==> config.mk <==
export PLATFORM = sky130hd
export DESIGN_NAME = gbs_front_flat
export DESIGN_NICKNAME = d
export VERILOG_FILES = /design/src/design/gbs_pkg.sv /design/src/design/gbs_ifs.sv /design/src/design/gbs_front.sv /design/src/flat_wrapper.sv
export SDC_FILE = /design/constraint.sdc
export NUM_CORES = 1
export LEC_CHECK = 0
export ABC_AREA = 1
export BUFFER_PORTS_ARGS = -buffer_cell sky130_fd_sc_hd__buf_2
export CORE_MARGIN = 2
export CORE_UTILIZATION = 37
export DETAILED_ROUTE_END_ITERATION = 10
export PLACE_DENSITY = 0.81
export SYNTH_ARGS = -nofsm -noshare
export SYNTH_HDL_FRONTEND = slang
export SYNTH_SLANG_ARGS = --single-unit
==> constraint.sdc <==
create_clock -name clk_i -period 1.6 [get_ports clk_i]
set_input_delay 0.16 -clock clk_i [delete_from_list [all_inputs] [get_ports clk_i]]
set_output_delay 0.16 -clock clk_i [all_outputs]
set_load 0.02 [all_outputs]
==> src/design/gbs_pkg.sv <==
// Shared types, constants and helpers for the greedy box suppression block.
`default_nettype none

package gbs_pkg;

  localparam int unsigned MAX_KEPT   = 64;
  localparam int unsigned COORD_BITS = 12;
  localparam int unsigned FIELD_BITS = 12;
  localparam int unsigned RATIO_BITS = 8;

  localparam int unsigned KEEP_AW = (MAX_KEPT > 1) ? $clog2(MAX_KEPT) : 1;
  localparam int unsigned KEEP_CW = $clog2(MAX_KEPT + 1);

  localparam int unsigned AREA_BITS = 2 * COORD_BITS;
  localparam int unsigned UNI_BITS  = AREA_BITS + 1;
  localparam int unsigned PROD_BITS = UNI_BITS + RATIO_BITS;

  localparam int unsigned FIFO_DEPTH = 2;
  localparam int unsigned FIFO_AW    = $clog2(FIFO_DEPTH);
  localparam int unsigned FIFO_CW    = $clog2(FIFO_DEPTH + 1);

  localparam logic [FIELD_BITS-1:0] FIELD_MAX = '1;
  localparam logic [RATIO_BITS-1:0] NUM_RESET = RATIO_BITS'(3);
  localparam logic [RATIO_BITS-1:0] DEN_RESET = RATIO_BITS'(10);

  typedef logic [COORD_BITS-1:0] coord_t;

  typedef struct packed {
    coord_t l;
    coord_t t;
    coord_t r;
    coord_t b;
  } box_t;

  typedef struct packed {
    logic                  first;
    logic [FIELD_BITS-1:0] idx;
    box_t                  box;
  } job_t;

  typedef enum logic {
    CFG_NUM = 1'b0,
    CFG_DEN = 1'b1
  } cfg_reg_e;

  typedef enum logic [1:0] {
    ST_IDLE,
    ST_SCAN,
    ST_DONE
  } back_state_e;

  function automatic coord_t span(input coord_t lo, input coord_t hi);
    span = (hi > lo) ? coord_t'(hi - lo) : '0;
  endfunction

  function automatic coord_t cmax(input coord_t a, input coord_t b);
    cmax = (a > b) ? a : b;
  endfunction

  function automatic coord_t cmin(input coord_t a, input coord_t b);
    cmin = (a < b) ? a : b;
  endfunction

endpackage

`default_nettype wire

==> src/design/gbs_ifs.sv <==
// Request channel interfaces: incoming boxes and kept-box results.
`default_nettype none

interface gbs_box_if;
  import gbs_pkg::*;

  logic                  valid;
  logic                  ready;
  logic                  first_of_set;
  logic [FIELD_BITS-1:0] left;
  logic [FIELD_BITS-1:0] top;
  logic [FIELD_BITS-1:0] right;
  logic [FIELD_BITS-1:0] bottom;

  modport source (output valid, first_of_set, left, top, right, bottom, input ready);
  modport sink   (input valid, first_of_set, left, top, right, bottom, output ready);
endinterface


`default_nettype wire

==> src/design/gbs_front.sv <==
// Front end: accepts box requests, numbers them within the set, pushes jobs.
`default_nettype none

module gbs_front (
  input  wire logic          clk_i,
  input  wire logic          rst_ni,
  gbs_box_if.sink            box_i,
  output gbs_pkg::job_t      push_data_o,
  output logic               push_valid_o,
  input  wire logic          push_ready_i
);
  import gbs_pkg::*;

  logic [FIELD_BITS-1:0] arrival_q, arrival_d;
  logic [FIELD_BITS-1:0] idx;
  logic                  accept;

  assign box_i.ready  = push_ready_i;
  assign push_valid_o = box_i.valid;
  assign accept       = box_i.valid && push_ready_i;

  assign idx       = box_i.first_of_set ? '0 : arrival_q;
  assign arrival_d = idx + FIELD_BITS'(1);

  assign push_data_o.first = box_i.first_of_set;
  assign push_data_o.idx   = idx;
  assign push_data_o.box.l = COORD_BITS'(box_i.left);
  assign push_data_o.box.t = COORD_BITS'(box_i.top);
  assign push_data_o.box.r = COORD_BITS'(box_i.right);
  assign push_data_o.box.b = COORD_BITS'(box_i.bottom);

  always_ff @(posedge clk_i or negedge rst_ni) begin
    if (!rst_ni) begin
      arrival_q <= '0;
    end else if (accept) begin
      arrival_q <= arrival_d;
    end
  end

endmodule

`default_nettype wire

==> src/flat_wrapper.sv <==
// flat-port wrapper written by rule: the top's interface ports become plain ports
module gbs_front_flat import gbs_pkg::*;
  (clk_i, rst_ni, push_data_o, push_valid_o, push_ready_i, box_i_valid, box_i_first_of_set, box_i_left, box_i_top, box_i_right, box_i_bottom, box_i_ready);
  gbs_box_if box_i_i ();
  input  wire logic clk_i;
  input  wire logic rst_ni;
  output gbs_pkg::job_t push_data_o;
  output logic push_valid_o;
  input  wire logic push_ready_i;
  input wire logic [$bits(box_i_i.valid)-1:0] box_i_valid;
  input wire logic [$bits(box_i_i.first_of_set)-1:0] box_i_first_of_set;
  input wire logic [$bits(box_i_i.left)-1:0] box_i_left;
  input wire logic [$bits(box_i_i.top)-1:0] box_i_top;
  input wire logic [$bits(box_i_i.right)-1:0] box_i_right;
  input wire logic [$bits(box_i_i.bottom)-1:0] box_i_bottom;
  output wire logic [$bits(box_i_i.ready)-1:0] box_i_ready;
  assign box_i_i.valid = box_i_valid;
  assign box_i_i.first_of_set = box_i_first_of_set;
  assign box_i_i.left = box_i_left;
  assign box_i_i.top = box_i_top;
  assign box_i_i.right = box_i_right;
  assign box_i_i.bottom = box_i_bottom;
  assign box_i_ready = box_i_i.ready;
  gbs_front u_core (.clk_i(clk_i), .rst_ni(rst_ni), .box_i(box_i_i), .push_data_o(push_data_o), .push_valid_o(push_valid_o), .push_ready_i(push_ready_i));
endmodule
Yosys cells after proc, flatten, opt, wreduce, memory -nomap -nowiden:

Index checks and enable logic that the tools add are counted.

* add/sub/neg operators: 1
* multiply operators: 0
* div/mod/pow operators: 0
* order comparisons: 0
* equality and inequality tests: 0
* shift-type cells: 0
* mux-type cells: 1
* bitwise gates (word level): 0
* reduce and logical (&&, ||, !) cells: 1

Operators by type and width (count)
* $add 12x1->12 const B: 1
* $mux 12: 1
* $logic_and 1x1->1: 1

* register bits after elaboration: 12
* latch bits: 0
* memory bits (writable): 0
* ROM bits: 0
* input bits: 53
* word-level logic and storage cells: 4
* memories kept: 0

Depth between registers and ports, before layout:

Gate-level depths: netlist (run 1).

* depth after elaboration: 2
* mapped depth: 10
* gate-level depth less buffers: 10

Least setup slack after synthesis (run 1):

Ideal clock, no wire load.

* kind: register to register
* start: reg u_core.arrival_q[0]
* end: reg u_core.arrival_q[10]
* setup time: 0.117 ns
* arrival: 1.461 ns
* data required time: 1.483 ns
* slack: 0.022 ns
* cell stages (with the launch flop): 11
* cell sequence: dfrtp_1 -> inv_1 -> nor2_1 -> ha_1 -> nand2_1 -> inv_1 -> nand3_2 -> nor2_4 -> nand3_1 -> nand2_1 -> nand2_1

RTL lines
* start, declared: RTL line gbs_front.sv:14 `logic [FIELD_BITS-1:0] arrival_q, arrival_d;`
* start signal, assigned: RTL line gbs_front.sv:36 `arrival_q <= arrival_d;`

Final worst setup path (run 1):

* start: reg u_core.arrival_q[0]
* end: reg u_core.arrival_q[8]

* longest elaborated chain between the ends: 2

RTL lines
* $mux 12: RTL line gbs_front.sv:22 `assign idx = box_i.first_of_set ? '0 : arrival_q;`
* $add 12x1->12: RTL line gbs_front.sv:23 `assign arrival_d = idx + FIELD_BITS'(1);`

Every way passes these cells.
A chain may end at the register's enable or synchronous reset.

==> results.txt, run 1 <==
The run finished with clean final reports. The class of the most critical setup path was reg2reg. Cells with a size suffix above 1 make up 37.01% of the layout. The tools report the number of placed I/O pins as 116. The overall die area was 0.003790 mm^2. The tools report the critical path endpoint as u_core.arrival_q[8]$_DFFE_PN0P_. The largest registers in the layout are u_core.arrival_q x12. Clock tree synthesis selected as its root buffer the cell sky130_fd_sc_hd__clkbuf_4.

The tools report the total chip power as 0.0006938 W. Synthesis produced a netlist with a net count of 208. The logs give 0.005608 ns for the final setup skew and 3.139 mm for the first-pass GRT wire length. The number of vias per cell was 4.251.

The worst pin sits at a relative slew slack of 80.56%. The sink count of the clock tree was 12. The clock transition at the registers of the reported paths is 0.09 ns, and the total negative slack for setup checks is 0 ns.

The violation count after the first detailed-route iteration was 12. Top cell family by delay on the critical path: simple AND/OR/NAND/NOR gates. In this run the tool buffered the top-level ports with 19 buffer cells. The number of antenna diodes was 0. Together, buffers and inverters on the worst path number 2.

Die boundary width: 61.57 um. The startpoint identified for the worst register-to-register timing path is u_core.arrival_q[0]$_DFFE_PN0P_. The antenna violation net count after detailed routing was 0.

The number of endpoints with negative hold slack in the final report is 0. The total global routing overflow is 0. The critical path goes through inv_1 > nor2_2 > ha_1 > nand2_1 > inv_1 > nand3_2 > nor2_4 > nand2_1 > nand3_1 > nand2_1. Register ranked first by flip-flop count: u_core.arrival_q. On the final layout, the worst hold slack is 0.2855 ns. For the max-slew violation count, the log shows 0. The Yosys warning count is 0, and the share of the cycle needed by the critical path after routing is 85.91%. The path class of the tightest hold or removal check is in2reg. In this run the biggest area consumer among cell types represents 31.22% of the synthesized area. The worst register-to-register path ends at u_core.arrival_q[8]$_DFFE_PN0P_.

The data required time at the worst endpoint is 1.78 ns. The critical path runs through a total of 10 cells. For the placer's final routability congestion estimate, the log shows 0.7797. Among all stages on the critical path, the largest delay is contributed by sky130_fd_sc_hd__dfrtp_1. The HPWL after detailed placement was 1.475 mm; the core area was 0.003103 mm^2. In this run the register-to-register setup slack is 0.23 ns.

For this run, the total global-route usage over all layers was measured as 11.58%. For this block, the via count after detailed routing is 727. The floorplan step set the die height to 61.57 um. The setup slack after layout was 0.2255 ns; the slew at the pin with the worst max-slew slack was 0.2916 ns. Counting I/O delays and the setup requirement, the final critical path takes 1.375 ns.

For the number of global-route vias before repair, the log shows 728. The largest total area in the synthesized netlist belongs to sky130_fd_sc_hd__buf_4. The clock latency at the later pin of the worst-skew pair is 0.28 ns. The flip-flop count of the largest register after layout is 12, and the worst ir drop on vdd is 0.3513 mV.

Entering global routing, the biggest net connects 13 pins. For this design the static power due to leakage is 0.5778 nW. The power density normalized to cell area works out to 668.1 mW/mm^2.

The first TritonRoute pass finished after 6 iterations. After floorplanning, the core was divided into 20 placement rows. The layout overhead on the synthesized area was -15.31%.

The tools report the critical path endpoint category as a register. The H-tree level count is 1, and the maximum fanout along the worst path is 5. Summing every instance area after synthesis gives 0.001226 mm^2. The tools report the launch point of the critical path as u_core.arrival_q[0]$_DFFE_PN0P_. In this run the mean area of a mapped cell was 7.962 um^2. STA classifies the critical path startpoint as a register. At the placement stage, the worst setup path has a slack of 0.1840 ns. The tool flagged a number of max-cap violations equal to 0. In the final routed layout, each cell accounts on average for 11.03 um. The logs give 39.52% for the effective utilization at floorplan and 0 for the number of DRC violations after detailed routing.

Setup repair after global routing left no endpoint under its margin. Setup violations remaining at the end of the flow were counted as 0. Wires add up to 1.886 mm.

The worst register-to-register path has a depth of 10. After synthesis, flip-flops and latches occupy 24.49% of the total area. After synthesis, the cell types taking the most area are sky130_fd_sc_hd__buf_4, sky130_fd_sc_hd__dfrtp_1, sky130_fd_sc_hd__nand2_1. The number of antenna violations at the first check in global routing is 0, and the end-of-flow core utilization is 33.47%. After synthesis, the netlist uses 22 different library cells. The count of mapped cells out of synthesis came out at 154. The TritonCTS buffer count was 3. For the worst setup path, the data arrival time is 1.55 ns. TritonCTS built the clock tree.

The number of register bits inferred by synthesis was 12; the largest stage delay on the critical path was 0.36 ns. The deepest clock path buffer count came out at 2. The critical path's most frequent cell was sky130_fd_sc_hd__nand2_1.

For the post-layout net count, the log shows 182. The run gives 727.5 MHz as the fmax.
==> cell families (layout without fill, tap and decap cells) <==
group	count (synthesis)	in the layout	synth area share, %
flip-flops	12	12	24.49
XOR/XNOR	2	2	1.429
AO/OA/AOI/OAI	9	9	4.081
buffers and inverters	75	48	40.00
AND/OR/NAND/NOR	55	55	28.98
adder cells (fa/ha/maj)	1	1	1.020
==> metal layers <==
metal	GRT usage (%)	share of wire, %	up-vias
met5	0	0	-
met4	10.94	3.8	0
met3	2.311	6.6	10
met2	16.99	44	22
met1	13.92	46	327
li1	-	-	368
==> synthesized netlist by cell type <==
library cell               instances
sky130_fd_sc_hd__nand2_4           2
sky130_fd_sc_hd__inv_8             1
sky130_fd_sc_hd__o211ai_1          2
sky130_fd_sc_hd__nor2_8            3
sky130_fd_sc_hd__nand4_1           3
sky130_fd_sc_hd__nand2_2           4
sky130_fd_sc_hd__dfrtp_1          12
sky130_fd_sc_hd__ha_1              1
sky130_fd_sc_hd__o21ai_0           7
sky130_fd_sc_hd__nor2_1            8
sky130_fd_sc_hd__nor2_4            3
sky130_fd_sc_hd__nand3_4           1
sky130_fd_sc_hd__inv_1            19
sky130_fd_sc_hd__nand3_1           6
sky130_fd_sc_hd__buf_4            51
sky130_fd_sc_hd__inv_2             2
sky130_fd_sc_hd__nand2_1          20
sky130_fd_sc_hd__inv_4             1
sky130_fd_sc_hd__buf_6             1
sky130_fd_sc_hd__nand3_2           3
sky130_fd_sc_hd__xnor2_1           2
sky130_fd_sc_hd__nor2_2            2
==> worst reg2reg max path: cells and delay by family, from the launching register on <==
family,cells,cell delay (ns)
flip-flops,1,0.36
AND/OR/NAND/NOR,7,0.61
buffers and inverters,2,0.12
adder cells (fa/ha/maj),1,0.18
==> worst min path at each step <==
stage                     depth (start not counted)         start                         endpoint
after global placement                            1        rst_ni  u_core.arrival_q[1]$_DFFE_PN0P_
after detailed placement                          1        rst_ni  u_core.arrival_q[3]$_DFFE_PN0P_
final                                             4  push_ready_i  u_core.arrival_q[0]$_DFFE_PN0P_
after floorplan                                   0        rst_ni  u_core.arrival_q[0]$_DFFE_PN0P_
after CTS                                         2        rst_ni  u_core.arrival_q[7]$_DFFE_PN0P_
after global routing                              4  push_ready_i  u_core.arrival_q[0]$_DFFE_PN0P_
==> repair_timing <==
item,4_1_cts,5_1_grt
buffers inserted,0,0
endpoints found under the setup margin,0,2
hold buffers,1,0
gates resized for setup,0,1
endpoints found under the hold margin,12,0
==> metrics by stage <==
stage | cell area [um^2] | instances
final | 1039 | 171
after detailed placement | 989.7 | 166
after CTS | 1036 | 171
after floorplan | 1226 | 154
after global placement | 989.7 | 166
after global routing | 1039 | 171
==> report_power, final <==
group	internal, W	leakage, nW	switching [W]
clock	0.000138	0.0210	0.000114
sequential	0.000316	0.164	0.00000674
combinational	0.0000353	0.393	0.0000836
==> cells in the final DEF (no fill, tap or decap), types with 2 or more instances in the layout <==
cell,instances
sky130_fd_sc_hd__buf_2,19
sky130_fd_sc_hd__clkbuf_4,3
sky130_fd_sc_hd__dfrtp_1,12
sky130_fd_sc_hd__inv_1,19
sky130_fd_sc_hd__inv_2,2
sky130_fd_sc_hd__nand2_1,20
sky130_fd_sc_hd__nand2_2,4
sky130_fd_sc_hd__nand2_4,2
sky130_fd_sc_hd__nand3_1,6
sky130_fd_sc_hd__nand3_2,3
sky130_fd_sc_hd__nand4_1,3
sky130_fd_sc_hd__nor2_1,7
sky130_fd_sc_hd__nor2_2,3
sky130_fd_sc_hd__nor2_4,3
sky130_fd_sc_hd__nor2_8,3
sky130_fd_sc_hd__o211ai_1,2
sky130_fd_sc_hd__o21ai_0,7
sky130_fd_sc_hd__xnor2_1,2
==> area by class of cell <==
class	instances	area, um^2
clock buffers	4	36.28
fillers	339	2064
inverters	23	96.34
multi-input cells	67	437.9
flip-flops and latches	12	300.3
well taps	44	55.05
repair buffers	21	112.6
Power figures use the tool's default switching activity.
==> inputs of run 2 (changes only) <==
--- a/config.mk
+++ b/config.mk
@@ -7,7 +7,7 @@
 export LEC_CHECK = 0
 export ABC_AREA = 1
 export BUFFER_PORTS_ARGS = -buffer_cell sky130_fd_sc_hd__buf_2
-export CORE_MARGIN = 2
+export CORE_MARGIN = 8
 export CORE_UTILIZATION = 37
 export DETAILED_ROUTE_END_ITERATION = 10
 export PLACE_DENSITY = 0.81
==> run 2 against run 1 <==
Compared with the run above:
- register-to-register slack lost 0.02 ns
- cell area grew 0.96%
- non-clock buffer count grew 1
- maximum frequency shrank 1.2%
- routed wire length grew 9.4%
- core utilization shrank 1.3 points
- critical path type unchanged
- clock skew grew 0.0098 ns
- worst hold slack gained 0.0095 ns
- setup slack lost 0.016 ns
- cell count grew 1.8%
- via count grew 3.3%
- clock power is essentially flat
==> results.txt, run 2 (synthesis results as in run 1) <==
In the finished design, the share of the clock period the worst path needs comes to 86.91%. The register with the most flip-flops in the layout has 12 of them. Cell at the root of the clock tree: sky130_fd_sc_hd__clkbuf_4. 116 I/O pins were placed. Die boundary width: 73.57 um. For the number of endpoints failing setup at the final stage, the log shows 0.

The number of antenna diodes was 0; the total negative slack for setup checks was 0 ns. In this run the static leakage power is 0.5826 nW. The all-layer global routing usage was 8.787%; the core area was 0.003258 mm^2.

In this run, placement finished with an instance count of 169. Number of antenna violations at the first check in global routing: 0. The average wire length per cell after detail routing came out at 11.86 um. The total global routing overflow is 0, and the placer's final routability congestion estimate is 0.8076. Summing all non-filler instances in the final layout gives an area of 0.001049 mm^2. Timing analysis after detailed placement gives a worst setup slack of 0.1545 ns. TritonCTS built the clock tree. The H-tree level count is 1. The count of nets left with antenna violations once routing finished came out at 0.

Class of the most critical setup path: reg2reg. In this run the deepest clock path goes through 2 buffers. Setup repair after global routing left no endpoint under its margin. The run finished with clean final reports. Entering global routing, the biggest net connects 13 pins. The final route contains 751 vias. The tools report the sink count of the clock tree as 12. The overall die area is 0.005412 mm^2, and the data required time at the worst endpoint is 1.79 ns. In the final layout, the registers with the most flip-flops are u_core.arrival_q x12.

After detailed routing, the number of remaining DRC violations is 0. The first-pass GRT wire length was 3.643 mm. The tools report the critical path endpoint category as a register. The worst slew slack as a fraction of its limit is 81.51%, and the number of endpoints with negative hold slack in the final report is 0. The number of cells traversed by the worst hold path is 3. The sort of element at the start of the critical path is a register. On the final layout, the worst hold slack is 0.2950 ns. Compared with the post-synthesis result, the final layout area differs by -14.49%.

The power density normalized to cell area was 665.9 mW/mm^2. IR analysis of the VDD net gives a maximum drop of 0.2927 mV. The detailed-routing iteration count for the pre-antenna-repair pass is 4, and the maximum fanout along the worst path is 5. The fraction of final layout cells sized beyond drive strength 1 came out at 37.50%. The effective utilization at floorplan is 37.63%, and the slew at the pin with the worst max-slew slack is 0.2774 ns. For the final wirelength, the log shows 2.064 mm.

Once routing completed, OpenROAD measured the worst setup slack at 0.2094 ns. Timing would allow up to 719.1 MHz. After the first detailed-routing iteration, the DRC count stood at 18.

The clock latency at the later pin of the worst-skew pair was 0.29 ns; the time the worst path needs with I/O delays and setup was 1.391 ns. The floorplan step set the die height to 73.57 um. The number of vias per cell was 4.316. The class of the worst hold path was in2reg. The max-slew violation count is 0. Ranked by flip-flop count, first place goes to u_core.arrival_q.

Most common cell after layout, fill and taps aside: sky130_fd_sc_hd__nand2_1. Once placement finished, the instance area stood at 999.7 um^2. The tool flagged a number of max-cap violations equal to 0. The clock transition at the registers of the reported paths was 0.09 ns. The floorplan has 21 rows. The number of clock buffers added by TritonCTS is 3. Port buffering added 19 buffers.

The HPWL after detailed placement came out at 1.641 mm. The top cell types in the final layout, fill and taps aside, are sky130_fd_sc_hd__nand2_1, sky130_fd_sc_hd__inv_1, sky130_fd_sc_hd__buf_2. STA puts the critical path data arrival time at 1.58 ns. The count of non-filler cells in the finished layout is 174, and the final setup skew is 0.01541 ns. The tools report the number of global-route vias before repair as 797. The post-layout net count was 183; the number of cells on the worst reg-to-reg path was 10.
## run 2: changes by cell type in the layout (fill, tap and decap cells not counted)
cell,before,now
sky130_fd_sc_hd__buf_4,1,2
## run 2: worst paths after layout
kind,start,end,slack [ns]
setup / recovery,u_core.arrival_q[0]$_DFFE_PN0P_,u_core.arrival_q[8]$_DFFE_PN0P_,0.21
hold / removal,push_ready_i,u_core.arrival_q[0]$_DFFE_PN0P_,0.29
hold reg to reg,u_core.arrival_q[7]$_DFFE_PN0P_,u_core.arrival_q[7]$_DFFE_PN0P_,0.52
min in group asynchronous,rst_ni,u_core.arrival_q[6]$_DFFE_PN0P_,0.31
setup reg to reg,u_core.arrival_q[0]$_DFFE_PN0P_,u_core.arrival_q[8]$_DFFE_PN0P_,0.21
max in group asynchronous,rst_ni,u_core.arrival_q[1]$_DFFE_PN0P_,1.06
## run 2: final cells by class
type | count | area, um^2
Fill cell | 364 | 2210
Multi-Input combinational cell | 67 | 437.9
Sequential cell | 12 | 300.3
Timing Repair Buffer | 22 | 120.1
Inverter | 23 | 96.34
Tap cell | 46 | 57.56
Clock buffer | 4 | 36.28
## run 2: power by group
part	leakage (nW)	internal [W]	switching (W)
clock	0.0210	0.000139	0.000115
sequential	0.164	0.000316	0.00000746
combinational	0.398	0.0000369	0.0000840
## run 2: worst max-delay path: stages (launching register included)
cell and delay (ns):
sky130_fd_sc_hd__dfrtp_1 0.37, sky130_fd_sc_hd__inv_1 0.06, sky130_fd_sc_hd__nor2_2 0.11, sky130_fd_sc_hd__ha_1 0.19, sky130_fd_sc_hd__nand2_1 0.06, sky130_fd_sc_hd__inv_1 0.07, sky130_fd_sc_hd__nand3_2 0.11, sky130_fd_sc_hd__nor2_4 0.14
sky130_fd_sc_hd__nand2_1 0.07, sky130_fd_sc_hd__nand3_1 0.07, sky130_fd_sc_hd__nand2_1 0.05
## run 2: routing by layer
layer	vias up	wire [um]	track usage, %	share of wire, %
li1	368	-	-	-
met1	357	866	9.284	42
met2	21	986	13.78	48
met3	5	130	2.046	6.3
met4	0	80	8.869	3.9
met5	-	0	0	0
## run 2: per-stage QoR
step	total power, W	util, %
after floorplan	0.0005915	-
after global placement	0.0004454	30.68
after detailed placement	0.0004480	30.68
after CTS	0.0007045	32.10
after global routing	0.0007336	32.18
final	0.0006982	32.18
## run 2: what timing repair did
item,in CTS,in global routing
gates resized for setup,0,1
setup endpoints to repair,0,2
endpoints found under the hold margin,12,0
setup buffers,0,0
hold buffers,1,0
==> inputs of run 3 (changes only) <==
--- a/config.mk
+++ b/config.mk
@@ -6,11 +6,11 @@
 export NUM_CORES = 1
 export LEC_CHECK = 0
 export ABC_AREA = 1
-export BUFFER_PORTS_ARGS = -buffer_cell sky130_fd_sc_hd__buf_2
 export CORE_MARGIN = 8
-export CORE_UTILIZATION = 37
+export CORE_UTILIZATION = 62
 export DETAILED_ROUTE_END_ITERATION = 10
-export PLACE_DENSITY = 0.81
+export DONT_BUFFER_PORTS = 1
+export PLACE_DENSITY = 0.78
 export SYNTH_ARGS = -nofsm -noshare
 export SYNTH_HDL_FRONTEND = slang
 export SYNTH_SLANG_ARGS = --single-unit
==> run 3 against run 2 <==
Compared with the run above:
- clock skew is 0.012 ns lower
- first-iteration DRC count is 33% higher
- critical path depth did not move
==> results.txt, run 3 (synthesis results as in run 1) <==
TritonCTS built the clock tree. The run gives 0.003564 ns as the final setup skew. Measured along the x axis, the die boundary spans 60.47 um.

The layout overhead on the synthesized area was -23.16%. For this design the ratio of total power to cell area is 698.6 mW/mm^2. The wire-length estimate of the detail-placed layout is 1.636 mm. In the final routed layout, each cell accounts on average for 15.26 um.

The total global routing overflow is 0. The tools report the sink count of the clock tree as 12. Counting flops per register, the top entry is u_core.arrival_q. The most common cell after layout, fill and taps aside is sky130_fd_sc_hd__nand2_1.

For this block, the initial DRC count from the detailed router was 24. The run gives 0 as the max-slew violation count. The H-tree level count is 1, and the clock latency at the later pin of the worst-skew pair is 0.27 ns. After clock tree synthesis, the clock-pin slew on the worst setup and hold paths is 0.08 ns. Of all nets on the critical path, the largest fanout is 5. The floorplan step defined a core boundary enclosing 0.001922 mm^2.

The analysis attributes to cell leakage a power of 0.4881 nW. The first global-routing pass estimated 3.360 mm of wire. The TritonCTS buffer count was 3; the number of global-route vias before repair was 774. The register with the most flip-flops in the layout has 12 of them.

The logs give 164 for the post-layout net count and 60.08% for the worst slew slack as a fraction of its limit. Overall power consumption after layout is estimated at 0.0006582 W. The worst path in the final design needs a cycle of 1.465 ns, including I/O delays and setup. Global routing used 11.86% of the available tracks. The data required time at the worst endpoint was 1.76 ns.

The library cells used most frequently in the layout, excluding fill and tap cells, are sky130_fd_sc_hd__nand2_1, sky130_fd_sc_hd__inv_1, sky130_fd_sc_hd__dfrtp_1. Across the VDD grid, the largest voltage drop is 0.3731 mV. Based on the critical path, the design can be clocked at up to 682.4 MHz.

STA classifies the critical path endpoint as a register. Setup repair after global routing left no endpoint under its margin. The class of the most critical setup path was reg2reg.

The tree is rooted in a sky130_fd_sc_hd__clkbuf_4. The count of nets left with antenna violations once routing finished came out at 0. The largest registers in the layout are u_core.arrival_q x12. The logs give 2.076 mm for the final wirelength and 0 ns for the total negative slack for setup checks.

The min-delay analysis places its worst path in the category in2reg. At the pin with the least slew margin, the transition time is 0.5969 ns. Number of endpoints with negative hold slack in the final report: 0.

Routability-driven placement finished with a final weighted congestion of 0.8150. The tools report the number of antenna diodes as 0. The number of endpoints failing setup at the final stage was 0. The run gives 0.003657 mm^2 as the overall die area. The max-cap violation count was 0; the number of DRC violations after detailed routing was 0.

The post-route netlist has 27.52% of its cells at a drive strength greater than 1. Counting along the longest clock path gives a buffer depth of 2. The final route contains 719 vias. The number of cells on the worst reg-to-reg path is 10.

Entering global routing, the biggest net connects 13 pins. The die is 60.47 um tall. The instance area after placement was 880.8 um^2. The number of vias per cell was 5.287; the share of the cycle needed by the critical path after routing was 91.58%. The detailed-routing iteration count for the pre-antenna-repair pass is 6. Arrival time of data at the critical path endpoint: 1.63 ns.

The count of buffers added on input and output ports is 0. The initialized floorplan defines 16 standard-cell rows. The worst setup path is launched from a register. The final instance area is 942.2 um^2. The run finished with clean final reports. The logs give 0 for the buffers inserted during post-CTS setup optimization and 0 for the number of antenna violations at the first check in global routing. The number of placed I/O pins was 116. For the effective utilization at floorplan, the log shows 63.80%. The number of cells traversed by the worst hold path was 2.
==> run 3: path summary, 6_finish.rpt <==
path | from | to | slack (ns)
max | u_core.arrival_q[1]$_DFFE_PN0P_ | u_core.arrival_q[8]$_DFFE_PN0P_ | 0.13
max in group asynchronous | rst_ni | u_core.arrival_q[9]$_DFFE_PN0P_ | 0.88
min in group asynchronous | rst_ni | u_core.arrival_q[3]$_DFFE_PN0P_ | 0.33
min | box_i_first_of_set | u_core.arrival_q[2]$_DFFE_PN0P_ | 0.13
max reg2reg | u_core.arrival_q[1]$_DFFE_PN0P_ | u_core.arrival_q[8]$_DFFE_PN0P_ | 0.13
min reg2reg | u_core.arrival_q[7]$_DFFE_PN0P_ | u_core.arrival_q[7]$_DFFE_PN0P_ | 0.52
==> run 3: worst max-delay path, stage by stage, from the launching register on <==
cell                      delay (ns)
sky130_fd_sc_hd__dfrtp_1        0.32
sky130_fd_sc_hd__inv_1          0.09
sky130_fd_sc_hd__nor2_8         0.20
sky130_fd_sc_hd__ha_4           0.16
sky130_fd_sc_hd__nand2_1        0.05
sky130_fd_sc_hd__inv_1          0.06
sky130_fd_sc_hd__nand3_2        0.11
sky130_fd_sc_hd__nor2_4         0.17
sky130_fd_sc_hd__nand2_1        0.07
sky130_fd_sc_hd__nand3_1        0.08
sky130_fd_sc_hd__nand2_1        0.05
==> run 3: through the flow <==
stage / setup WS (ns) / hold WS (ns) / instances / util, %
floorplan: 0.02182 / -0.1356 / 154 / -
global placement: 0.2119 / -0.1352 / 131 / 45.83
detailed placement: 0.1552 / -0.1351 / 131 / 45.83
CTS: 0.1398 / 0.1329 / 136 / 48.24
global route: 0.01103 / 0.1247 / 136 / 49.02
finish: 0.1347 / 0.1335 / 136 / 49.02
==> run 3: layout make-up <==
type | count | area (um^2)
fill | 204 | 979.7
tap | 27 | 33.78
sequential | 12 | 300.3
timing repair buffer | 3 | 25.02
multi-input combinational | 67 | 450.4
clock buffer | 4 | 36.28
inverter | 23 | 96.34
==> run 3: layer usage <==
metal / track usage, % / wire length, um
met2: 18.60 / 945
met4: 4.319 / 25
met3: 8.898 / 322
met1: 11.87 / 782
met5: 0 / 0
==> run 3: timing repair <==
item                                    in CTS  in global routing
hold buffers                                 1                  0
hold endpoints to repair                    12                  0
gates resized for setup                      0                  3
endpoints found under the setup margin       0                  2
==> run 3: power breakdown <==
| group | internal [W] | switching, W |
|---|---|---|
| clock | 0.000138 | 0.000101 |
| sequential | 0.000315 | 0.00000689 |
| combinational | 0.0000307 | 0.0000663 |
| total | 0.000484 | 0.000174 |
